[config.mk]
export PLATFORM = sky130hd
export DESIGN_NAME = parking_barrier_controller
export DESIGN_NICKNAME = d
export VERILOG_FILES = /design/src/hw/rtl/pbc_pkg.sv /design/src/hw/rtl/parking_barrier_controller.sv /design/src/hw/rtl/pbc_debounce.sv /design/src/hw/rtl/pbc_sequencer.sv
export SDC_FILE = /design/constraint.sdc
export NUM_CORES = 1
export LEC_CHECK = 0
export ABC_CLOCK_PERIOD_IN_PS = 7000
export BUFFER_PORTS_ARGS = -buffer_cell sky130_fd_sc_hd__buf_4
export CAP_MARGIN = 20
export CORE_MARGIN = 1.5
export CORE_UTILIZATION = 25
export CTS_CLUSTER_DIAMETER = 50
export CTS_CLUSTER_SIZE = 25
export DETAILED_ROUTE_END_ITERATION = 12
export GPL_TIMING_DRIVEN = 0
export PLACE_DENSITY = 0.4
export SYNTH_ARGS = -nofsm -noshare
export SYNTH_HDL_FRONTEND = slang
export SYNTH_SLANG_ARGS = --single-unit
[constraint.sdc]
create_clock -name aclk -period 7 [get_ports aclk]
set_input_delay 0 -clock aclk [delete_from_list [all_inputs] [get_ports aclk]]
set_output_delay 0 -clock aclk [all_outputs]
set_load 0.005 [all_outputs]
[src/hw/rtl/pbc_pkg.sv]
// Shared types and constants for the parking barrier controller.
// No dependencies; every module of the block imports this package.
package pbc_pkg;

    localparam int TIMER_WIDTH_DEFAULT = 16;
    localparam int NUM_SW = 5;
    localparam int CFG_INDEX_W = 3;
    localparam int CFG_DATA_W = 16;

    // switch bit positions
    localparam int SW_LOWER = 0;
    localparam int SW_UPPER = 1;
    localparam int SW_ENTRY = 2;
    localparam int SW_EXIT = 3;
    localparam int SW_RESTART = 4;

    // request bit positions
    localparam int REQ_IN = 0;
    localparam int REQ_OUT = 1;

    localparam logic [NUM_SW-1:0] SW_RESET = 5'b00001;

    // register indexes
    localparam logic [CFG_INDEX_W-1:0] CFG_DEBOUNCE = 3'd0;
    localparam logic [CFG_INDEX_W-1:0] CFG_MOVE = 3'd1;
    localparam logic [CFG_INDEX_W-1:0] CFG_BLINK = 3'd2;
    localparam logic [CFG_INDEX_W-1:0] CFG_HOLD = 3'd3;
    localparam logic [CFG_INDEX_W-1:0] CFG_PAUSE = 3'd4;
    localparam logic [CFG_INDEX_W-1:0] CFG_CAPACITY = 3'd5;

    localparam logic [7:0] DEBOUNCE_RESET = 8'h05;
    localparam logic [15:0] MOVE_RESET = 16'd600;
    localparam logic [15:0] BLINK_RESET = 16'd150;
    localparam logic [15:0] HOLD_RESET = 16'd1000;
    localparam logic [15:0] PAUSE_RESET = 16'd200;
    localparam logic [7:0] CAPACITY_RESET = 8'h0F;

    typedef enum logic [3:0] {
        PH_IDLE       = 4'd0,
        PH_FULL       = 4'd1,
        PH_RAISE      = 4'd2,
        PH_RAISED     = 4'd3,
        PH_HOLD       = 4'd4,
        PH_HOLD_PAUSE = 4'd5,
        PH_LOWER      = 4'd6,
        PH_LOWERED    = 4'd7,
        PH_FAULT      = 4'd8,
        PH_RESTART    = 4'd9
    } phase_t;

    typedef struct packed {
        logic [7:0]  debounce_ticks;
        logic [15:0] move_ticks;
        logic [15:0] blink_ticks;
        logic [15:0] hold_ticks;
        logic [15:0] pause_ticks;
        logic [7:0]  capacity;
    } cfg_t;

    typedef struct packed {
        logic       drive_raise;
        logic       drive_lower;
        logic       lamp;
        logic [7:0] spots_taken;
        logic       lot_full;
        logic       fault;
        logic [3:0] phase;
    } result_t;

endpackage

[src/hw/rtl/parking_barrier_controller.sv]
// Parking barrier controller top level: config registers, tick channel,
// result register. Depends on pbc_pkg, pbc_debounce and pbc_sequencer.
//
// Usage: each word on the s_ channel is one 5 ms tick with five raw switch
// levels. Every accepted tick produces exactly one result word on the m_
// channel with motor drives, lamp, occupancy, full and fault flags and the
// phase code after that tick's update.
// The result is registered: the result of a tick accepted at one edge is
// valid after that edge. One tick per cycle is taken while m_ready is high;
// debounce and phase update are one pass of logic on the state registers.
// The result register frees the input side: s_ready stays high while the
// held result is being taken, and drops only while m_valid is high and
// m_ready is low, so a stalled receiver holds the tick channel.
// The cfg_ channel writes the six timing and capacity registers by index
// (0 debounce, 1 move, 2 blink, 3 hold, 4 pause, 5 capacity); other indexes
// are ignored. cfg_ready is always high.
// Reset (aresetn low, synchronous) loads the register defaults, an idle
// lowered barrier, zero occupancy, lamp on and an empty result register.
module parking_barrier_controller
    import pbc_pkg::*;
#(
    parameter int TIMER_WIDTH = TIMER_WIDTH_DEFAULT
) (
    input  logic                   aclk,
    input  logic                   aresetn,
    input  logic                   s_valid,
    output logic                   s_ready,
    input  logic                   s_lower_limit_raw,
    input  logic                   s_upper_limit_raw,
    input  logic                   s_entry_loop_raw,
    input  logic                   s_exit_loop_raw,
    input  logic                   s_restart_raw,
    output logic                   m_valid,
    input  logic                   m_ready,
    output logic                   m_drive_raise,
    output logic                   m_drive_lower,
    output logic                   m_lamp,
    output logic [7:0]             m_spots_taken,
    output logic                   m_lot_full,
    output logic                   m_fault,
    output logic [3:0]             m_phase,
    input  logic                   cfg_valid,
    output logic                   cfg_ready,
    input  logic [CFG_INDEX_W-1:0] cfg_index,
    input  logic [CFG_DATA_W-1:0]  cfg_data
);

    cfg_t              cfg_reg;
    result_t           res_reg, res_next;
    logic              m_valid_reg, m_valid_next;
    logic              accept;
    logic [NUM_SW-1:0] raw;
    logic [NUM_SW-1:0] stable_next;

    assign cfg_ready = 1'b1;
    assign s_ready = !m_valid_reg || m_ready;
    assign accept = s_valid && s_ready;

    always_comb begin
        raw = '0;
        raw[SW_LOWER] = s_lower_limit_raw;
        raw[SW_UPPER] = s_upper_limit_raw;
        raw[SW_ENTRY] = s_entry_loop_raw;
        raw[SW_EXIT] = s_exit_loop_raw;
        raw[SW_RESTART] = s_restart_raw;
    end

    always_ff @(posedge aclk) begin
        if (!aresetn) begin
            cfg_reg.debounce_ticks <= DEBOUNCE_RESET;
            cfg_reg.move_ticks <= MOVE_RESET;
            cfg_reg.blink_ticks <= BLINK_RESET;
            cfg_reg.hold_ticks <= HOLD_RESET;
            cfg_reg.pause_ticks <= PAUSE_RESET;
            cfg_reg.capacity <= CAPACITY_RESET;
        end else if (cfg_valid) begin
            case (cfg_index)
                CFG_DEBOUNCE: cfg_reg.debounce_ticks <= cfg_data[7:0];
                CFG_MOVE:     cfg_reg.move_ticks <= cfg_data;
                CFG_BLINK:    cfg_reg.blink_ticks <= cfg_data;
                CFG_HOLD:     cfg_reg.hold_ticks <= cfg_data;
                CFG_PAUSE:    cfg_reg.pause_ticks <= cfg_data;
                CFG_CAPACITY: cfg_reg.capacity <= cfg_data[7:0];
                default:      cfg_reg <= cfg_reg;
            endcase
        end
    end

    pbc_debounce u_debounce (
        .aclk           (aclk),
        .aresetn        (aresetn),
        .en             (accept),
        .debounce_ticks (cfg_reg.debounce_ticks),
        .raw            (raw),
        .stable_next    (stable_next)
    );

    pbc_sequencer #(
        .TIMER_WIDTH (TIMER_WIDTH)
    ) u_sequencer (
        .aclk     (aclk),
        .aresetn  (aresetn),
        .en       (accept),
        .cfg      (cfg_reg),
        .stable   (stable_next),
        .res_next (res_next)
    );

    // hold the result until taken, load a new one on every accepted tick
    always_comb begin
        if (accept) begin
            m_valid_next = 1'b1;
        end else if (m_ready) begin
            m_valid_next = 1'b0;
        end else begin
            m_valid_next = m_valid_reg;
        end
    end

    always_ff @(posedge aclk) begin
        if (!aresetn) begin
            m_valid_reg <= 1'b0;
        end else begin
            m_valid_reg <= m_valid_next;
        end
    end

    always_ff @(posedge aclk) begin
        if (accept) begin
            res_reg <= res_next;
        end
    end

    assign m_valid = m_valid_reg;
    assign m_drive_raise = res_reg.drive_raise;
    assign m_drive_lower = res_reg.drive_lower;
    assign m_lamp = res_reg.lamp;
    assign m_spots_taken = res_reg.spots_taken;
    assign m_lot_full = res_reg.lot_full;
    assign m_fault = res_reg.fault;
    assign m_phase = res_reg.phase;

endmodule

[src/hw/rtl/pbc_debounce.sv]
// Per-switch debounce counters for the five raw switch levels.
// Depends on pbc_pkg.
module pbc_debounce
    import pbc_pkg::*;
(
    input  logic              aclk,
    input  logic              aresetn,
    input  logic              en,
    input  logic [7:0]        debounce_ticks,
    input  logic [NUM_SW-1:0] raw,
    output logic [NUM_SW-1:0] stable_next
);

    logic [NUM_SW-1:0] raw_prev_reg;
    logic [NUM_SW-1:0] stable_reg;
    logic [7:0]        count_reg  [NUM_SW];
    logic [7:0]        count_next [NUM_SW];
    logic [7:0]        need;

    // a zero setting acts as one
    assign need = (debounce_ticks == 8'd0) ? 8'd1 : debounce_ticks;

    always_comb begin
        logic [8:0] c;
        stable_next = stable_reg;
        for (int i = 0; i < NUM_SW; i++) begin
            c = {1'b0, count_reg[i]} + 9'd1;
            if (raw[i] == raw_prev_reg[i]) begin
                if (c >= {1'b0, need}) begin
                    count_next[i] = 8'd0;
                    stable_next[i] = raw[i];
                end else begin
                    count_next[i] = c[7:0];
                end
            end else begin
                count_next[i] = 8'd0;
            end
        end
    end

    always_ff @(posedge aclk) begin
        if (!aresetn) begin
            raw_prev_reg <= SW_RESET;
            stable_reg <= SW_RESET;
            for (int i = 0; i < NUM_SW; i++) begin
                count_reg[i] <= 8'd0;
            end
        end else if (en) begin
            raw_prev_reg <= raw;
            stable_reg <= stable_next;
            for (int i = 0; i < NUM_SW; i++) begin
                count_reg[i] <= count_next[i];
            end
        end
    end

endmodule

[src/hw/rtl/pbc_sequencer.sv]
// Barrier cycle sequencer: phase, timers, lamp, occupancy, requests, fault.
// Depends on pbc_pkg; takes debounced levels from pbc_debounce.
module pbc_sequencer
    import pbc_pkg::*;
#(
    parameter int TIMER_WIDTH = TIMER_WIDTH_DEFAULT
) (
    input  logic              aclk,
    input  logic              aresetn,
    input  logic              en,
    input  cfg_t              cfg,
    input  logic [NUM_SW-1:0] stable,
    output result_t           res_next
);

    localparam int CW = ((TIMER_WIDTH > 16) ? TIMER_WIDTH : 16) + 1;

    phase_t                 phase_reg, phase_next;
    logic [TIMER_WIDTH-1:0] ptimer_reg, ptimer_next;
    logic [TIMER_WIDTH-1:0] btimer_reg, btimer_next;
    logic [7:0]             occ_reg, occ_next;
    logic                   lamp_reg, lamp_next;
    logic [1:0]             pend_reg, pend_next;
    logic [1:0]             cyc_reg, cyc_next;
    logic                   cross_reg, cross_next;
    logic                   fault_reg, fault_next;
    logic [NUM_SW-1:0]      sprev_reg, sprev_next;

    logic [NUM_SW-1:0]      rise;
    logic                   full;
    logic                   pt_done;
    logic                   bt_done;
    logic [TIMER_WIDTH-1:0] pt_inc;
    logic [TIMER_WIDTH-1:0] bt_inc;

    // count reaches limit, or counter sits at its maximum
    function automatic logic tick_done(input logic [TIMER_WIDTH-1:0] cnt,
                                       input logic [15:0] lim);
        logic [CW-1:0] t;
        t = CW'(cnt) + CW'(1);
        return (t >= CW'(lim)) || (&cnt);
    endfunction

    function automatic logic hold_reached(input logic [TIMER_WIDTH-1:0] cnt,
                                          input logic [15:0] lim);
        return (CW'(cnt) >= CW'(lim)) || (&cnt);
    endfunction

    assign rise = stable & ~sprev_reg;
    assign full = occ_reg >= cfg.capacity;
    assign pt_inc = ptimer_reg + TIMER_WIDTH'(1);
    assign bt_inc = btimer_reg + TIMER_WIDTH'(1);
    assign bt_done = tick_done(btimer_reg, cfg.blink_ticks);

    always_comb begin
        case (phase_reg)
            PH_RAISE, PH_LOWER: pt_done = tick_done(ptimer_reg, cfg.move_ticks);
            default:            pt_done = tick_done(ptimer_reg, cfg.pause_ticks);
        endcase
    end

    // next state
    always_comb begin
        logic [1:0]             req;
        logic [TIMER_WIDTH-1:0] held_t;
        logic [7:0]             occ1;
        phase_next = phase_reg;
        ptimer_next = ptimer_reg;
        btimer_next = btimer_reg;
        occ_next = occ_reg;
        lamp_next = lamp_reg;
        pend_next = pend_reg;
        cyc_next = cyc_reg;
        cross_next = cross_reg;
        fault_next = fault_reg;
        req = pend_reg;
        held_t = ptimer_reg;
        occ1 = occ_reg;
        case (phase_reg)
            PH_FULL: begin
                ptimer_next = pt_done ? '0 : pt_inc;
                if (pt_done) begin
                    phase_next = PH_IDLE;
                end
            end
            PH_RAISE, PH_LOWER: begin
                if (bt_done) begin
                    btimer_next = '0;
                    lamp_next = ~lamp_reg;
                end else begin
                    btimer_next = bt_inc;
                end
                ptimer_next = pt_done ? '0 : pt_inc;
                if (pt_done) begin
                    lamp_next = 1'b1;
                    btimer_next = '0;
                    phase_next = (phase_reg == PH_RAISE) ? PH_RAISED : PH_LOWERED;
                end
            end
            PH_RAISED: begin
                ptimer_next = pt_done ? '0 : pt_inc;
                if (pt_done) begin
                    if (stable[SW_UPPER]) begin
                        phase_next = PH_HOLD;
                    end else begin
                        phase_next = PH_FAULT;
                        fault_next = 1'b1;
                    end
                end
            end
            PH_HOLD: begin
                if ((cyc_reg[REQ_IN] && stable[SW_EXIT]) ||
                    (cyc_reg[REQ_OUT] && stable[SW_ENTRY])) begin
                    cross_next = 1'b1;
                end
                held_t = hold_reached(ptimer_reg, cfg.hold_ticks) ? ptimer_reg : pt_inc;
                ptimer_next = held_t;
                if (hold_reached(held_t, cfg.hold_ticks) &&
                    !(stable[SW_ENTRY] || stable[SW_EXIT])) begin
                    ptimer_next = '0;
                    phase_next = PH_HOLD_PAUSE;
                end
            end
            PH_HOLD_PAUSE: begin
                ptimer_next = pt_done ? '0 : pt_inc;
                if (pt_done) begin
                    if (!cross_reg) begin
                        occ1 = (cyc_reg[REQ_IN] && occ_reg != 8'hFF) ? occ_reg + 8'd1
                                                                    : occ_reg;
                        occ_next = (cyc_reg[REQ_OUT] && occ1 != 8'd0) ? occ1 - 8'd1
                                                                     : occ1;
                    end
                    phase_next = PH_LOWER;
                end
            end
            PH_LOWERED: begin
                ptimer_next = pt_done ? '0 : pt_inc;
                if (pt_done) begin
                    if (stable[SW_LOWER]) begin
                        phase_next = PH_IDLE;
                        pend_next = 2'b00;
                        cyc_next = 2'b00;
                        cross_next = 1'b0;
                    end else begin
                        phase_next = PH_FAULT;
                        fault_next = 1'b1;
                    end
                end
            end
            PH_FAULT: begin
                if (rise[SW_RESTART]) begin
                    phase_next = PH_RESTART;
                    ptimer_next = '0;
                end
            end
            PH_RESTART: begin
                ptimer_next = pt_done ? '0 : pt_inc;
                if (pt_done) begin
                    // re-arm requests for loops still occupied
                    if (stable[SW_ENTRY]) begin
                        pend_next[REQ_IN] = 1'b1;
                    end
                    if (stable[SW_EXIT]) begin
                        pend_next[REQ_OUT] = 1'b1;
                    end
                    fault_next = 1'b0;
                    phase_next = PH_IDLE;
                end
            end
            default: begin
                phase_next = PH_IDLE;
                if (rise[SW_ENTRY]) begin
                    req[REQ_IN] = 1'b1;
                end
                if (rise[SW_EXIT]) begin
                    req[REQ_OUT] = 1'b1;
                end
                if (req != 2'b00) begin
                    ptimer_next = '0;
                    if (req[REQ_IN] && full) begin
                        // refuse entry, keep any exit request waiting
                        pend_next = req & 2'b10;
                        phase_next = PH_FULL;
                    end else begin
                        pend_next = req;
                        cyc_next = req;
                        cross_next = 1'b0;
                        btimer_next = '0;
                        phase_next = PH_RAISE;
                    end
                end
            end
        endcase
    end

    // edges are tracked only while idle or in fault
    always_comb begin
        case (phase_reg)
            PH_FULL, PH_RAISE, PH_RAISED, PH_HOLD, PH_HOLD_PAUSE,
            PH_LOWER, PH_LOWERED, PH_RESTART: sprev_next = sprev_reg;
            default:                           sprev_next = stable;
        endcase
    end

    // result word
    always_comb begin
        res_next.drive_raise = (phase_next == PH_RAISE);
        res_next.drive_lower = (phase_next == PH_LOWER);
        res_next.lamp = lamp_next;
        res_next.spots_taken = occ_next;
        res_next.lot_full = (occ_next >= cfg.capacity);
        res_next.fault = fault_next;
        res_next.phase = phase_next;
    end

    always_ff @(posedge aclk) begin
        if (!aresetn) begin
            phase_reg <= PH_IDLE;
            ptimer_reg <= '0;
            btimer_reg <= '0;
            occ_reg <= 8'd0;
            lamp_reg <= 1'b1;
            pend_reg <= 2'b00;
            cyc_reg <= 2'b00;
            cross_reg <= 1'b0;
            fault_reg <= 1'b0;
            sprev_reg <= SW_RESET;
        end else if (en) begin
            phase_reg <= phase_next;
            ptimer_reg <= ptimer_next;
            btimer_reg <= btimer_next;
            occ_reg <= occ_next;
            lamp_reg <= lamp_next;
            pend_reg <= pend_next;
            cyc_reg <= cyc_next;
            cross_reg <= cross_next;
            fault_reg <= fault_next;
            sprev_reg <= sprev_next;
        end
    end

endmodule
==> results.toml <==
[detailed_routing]
wl_per_cell_um = 18.6
top_layer = "met4"
num_vias = 11893
route.layer.met1.wl_mm = 22.3
final_antenna_net_count = 0
route.detailed.drc = 0
drt_wl_total_mm = 45.4
met3RoutedLength_mm = 2.19
drt-vias-per-instance = 4.88
met2RoutedLength_mm = 19.8
initialDrtViolationCount = 746
drt_pass1_iterations = 5

[status]
outcome = "finished, final reports clean"

[pwr]
clock_network_power_share_pct = 51.1
combPwrFrac_pct = 13.5
power.density_cell_area_nw_per_um2 = 222
intPower_mw = 2.54
ir_worst_vdd_mv = 0.121
p_seq_share_pct = 35.4
p_leak_nw = 6.82
p_sw_share_pct = 29.7
post-layout-total-power_mw = 3.61
p_sw_mw = 1.07

[synthesis]
ys_seq_elements = 202
number_of_enable_flip_flop_cells_after_synthesis = 57
synth-main-ff-cell = "dfxtp_1"
net_count_after_synthesis = 1782
synth_async_sr_flop_share_pct = 0
post_synth.cell_area_avg_um2 = 8.38
number_of_distinct_library_cells_after_synthesis = 90
synthesis.instances = 1607
synth_warnings = 0
netlist_area_um2 = 13500
seq_area_frac_synth_pct = 34.3

[placed_design]
placed_area_um2 = 14700
globalplace.congestion = 0.890
place_ws_ps = 497
dpl.hpwl_mm = 33.9
place.port_buffers = 47

[min_path]
holdPathStages = 5
min_path_type = "in -> reg"
startpoint_of_the_lowest_slack_hold_path = "aresetn"
hold-path-endpoint = "u_sequencer.btimer_reg[3]$_SDFFE_PN0P_"

[setup_path]
crit_path_end_kind = "flip-flop"
regToRegEndpoint = "m_lot_full$_DFFE_PP_"
worst_case_reg_to_reg_path_depth = 26
critPathMostFrequentCell = "ha_1"
worstPathArrival_ps = 6850
path_depth = 26
critPathSlowestCell = "dfxtp_1"
cp_data_required_time_ps = 7280
regToRegSetupSlack_ps = 430
critical-path-top-delay-family = "simple AND/OR/NAND/NOR gates"
timing.critical_path.from_type = "flip-flop"
path_class = "reg -> reg"
path_max_fanout = 10
worst_r2r_startpoint = "u_sequencer.ptimer_reg[0]$_SDFFE_PN0P_"
cpPeakStageDelay_ps = 580
critPathBufInv = 3

[finish]
syn2layout_area_growth_pct = 20.8
insertedDiodeCount = 0
fin_area_um2 = 16300
number_of_flip_flops_under_the_largest_register_name = 80
post_route_cells_drive_above_1_share_pct = 9.82
nNetsFinal = 1897

[cts]
clkSlewWorstSetupHoldPaths_ps = 50
cts_made_buffers = 37
tritoncts_num_sinks = 202
ctsRootBufferMaster = "clkbuf_16"
clk_latency_ps = 560
number_of_setup_buffers_added_after_cts = 0
tritoncts = "built"
cts-htree-levels = 2
buffer_depth_of_the_longest_clock_path = 3

[floorplanning]
floorplan.die_area_um2 = 55300
overall_die_height_um = 235
placeableCoreArea_um2 = 52900
ios = 49
num_rows = 84
width_of_the_die_um = 235
floorplan.initialDensity_pct = 25.5

[sta]
report.final.hold_viol_count = 0
grt_setup_unrepaired = "no"
final.setup_skew_ps = 27.3
finalSetupViolCount = 0
relSlewSlack_pct = 33.2
max_freq_mhz = 152
setup_tns_ps = 0
final_number_of_max_transition_violations = 0
part_of_the_cycle_the_worst_path_needs_pct = 93.8
postLayoutSetupSlackWorst_ps = 435
finalWorstPathRequiredPeriod_ps = 6570
timing_worst_slew_pin_value_ps = 1000

[grt]
number_of_antenna_violations_at_the_first_check_in_global_routing = 0
global_route_wire_length_before_repair_mm = 70.2
grt_max_degree = 34
grt_pass1_vias = 11644
grtUsageTotal_pct = 16.4
overflow = 0

[flow_run]
maxCapViolCount = 0
==> what timing repair did <==
action | CTS | global route
hold buffers | 28 | 0
gates resized for setup | 0 | 1
hold endpoints to repair | 89 | 0
setup endpoints to repair | 0 | 1
==> synthesized netlist by cell type, drive strengths merged, types with 14 or more instances <==
library cell	count	area (µm²)
a21o	31	233
nand3	58	290
a21oi	134	671
clkbuf	40	150
nor2b	45	282
edfxtp	57	1710
nand2b	15	93.8
o211ai	35	268
inv	105	394
o21ai	54	274
a211oi	15	113
buf	26	158
and3	31	194
xnor2	51	447
nor2	106	408
nor3	28	151
dfxtp	145	2900
xor2	36	315
nand4	26	193
ha	146	1830
nand2	253	952
and2	14	87.6
==> how the worst max path moves through the flow <==
stage,from,endpoint
5_1_grt,u_sequencer.ptimer_reg[0]$_SDFFE_PN0P_,m_lot_full$_DFFE_PP_
4_1_cts,u_sequencer.ptimer_reg[0]$_SDFFE_PN0P_,m_lot_full$_DFFE_PP_
3_3_place_gp,u_sequencer.ptimer_reg[0]$_SDFFE_PN0P_,m_lot_full$_DFFE_PP_
2_1_floorplan,u_sequencer.ptimer_reg[0]$_SDFFE_PN0P_,m_lot_full$_DFFE_PP_
6_report,u_sequencer.ptimer_reg[0]$_SDFFE_PN0P_,m_lot_full$_DFFE_PP_
3_5_place_dp,u_sequencer.ptimer_reg[0]$_SDFFE_PN0P_,m_lot_full$_DFFE_PP_
==> through the flow <==
| step | std cells | hold slack [ps] | utilization [%] |
|---|---|---|---|
| 6_report | 2439 | 42.6 | 30.8 |
| 5_1_grt | 2439 | 91.6 | 30.8 |
| 4_1_cts | 2439 | 9.67 | 30.8 |
| 3_5_place_dp | 2343 | 267 | 27.8 |
| 3_3_place_gp | 2342 | 248 | 27.8 |
| 2_1_floorplan | 1607 | 124 | - |
==> cell families after synthesis <==
logic type	count (synthesis)	synth area share, %
buf+inv	172	5.24
flops	202	34.3
xor+xnor	87	5.66
other cells	1	0.0278
mux	12	0.920
compound gates	366	18.1
simple gates	621	22.2
fa+ha+maj	146	13.6
==> layer usage <==
layer | vias up | track usage [%]
li1 | 5940 | -
met1 | 5623 | 23.0
met2 | 261 | 25.9
met3 | 69 | 2.63
met4 | 0 | 4.68
met5 | - | 0
==> power groups by stage <==
stage               Clock [mW]  Combinational, mW  Sequential, mW
floorplan                    0              0.290            1.30
global placement             0              0.469            1.30
detailed placement           0              0.473            1.30
CTS                       1.89              0.488            1.28
global route              1.94              0.540            1.28
finish                    1.85              0.488            1.28
==> cell type report <==
class,instances,area (µm²)
clock buffer,45,1040
multi-input combinational,1233,8160
buffer,66,309
clock inverter,23,238
inverter,106,398
timing repair buffer,76,653
sequential,202,4610
tap,688,861
fill,5688,36600
==> worst register-to-register path, stage by stage, from the launching register on <==
cell and delay (ps):
dfxtp_1 580, ha_1 220, buf_2 220, and3_1 180
buf_4 170, nand3_1 180, nor2_1 280, xor2_1 310
ha_1 320, a22oi_1 170, o211ai_1 180, a41oi_1 370
a311oi_2 140, nor2_1 510, or4_1 250, clkbuf_1 440
mux2_2 440, ha_1 280, a21o_1 150, a21oi_1 190
nor2b_1 60, o21ai_0 140, nand2b_1 80, a21oi_1 170
nor2b_1 60, o21ai_0 140, nand2b_1 70
==> placed cells by master, fill, tap and decap left out, drive strengths merged, types with 7 or more instances in the layout <==
cell type / synthesis / final
mux2i: 9 / 9
nand4: 26 / 26
and3: 31 / 31
a21o: 31 / 31
a41oi: 7 / 7
nor2b: 45 / 45
o21ai: 54 / 54
nor2: 106 / 106
a211oi: 15 / 15
edfxtp: 57 / 57
ha: 146 / 146
buf: 26 / 74
o31ai: 8 / 8
xor2: 36 / 36
dfxtp: 145 / 145
or2: 7 / 7
and2: 14 / 14
o211ai: 35 / 35
a21oi: 134 / 134
a31oi: 12 / 12
nor3: 28 / 28
clkbuf: 40 / 85
clkinv: 1 / 11
xnor2: 51 / 51
or3: 12 / 12
nand2b: 15 / 15
inv: 105 / 114
dlygate4sd3: 0 / 28
nand2: 253 / 253
o21a: 8 / 8
nand3: 58 / 58
Note: power is estimated with default switching activity, not from simulation.
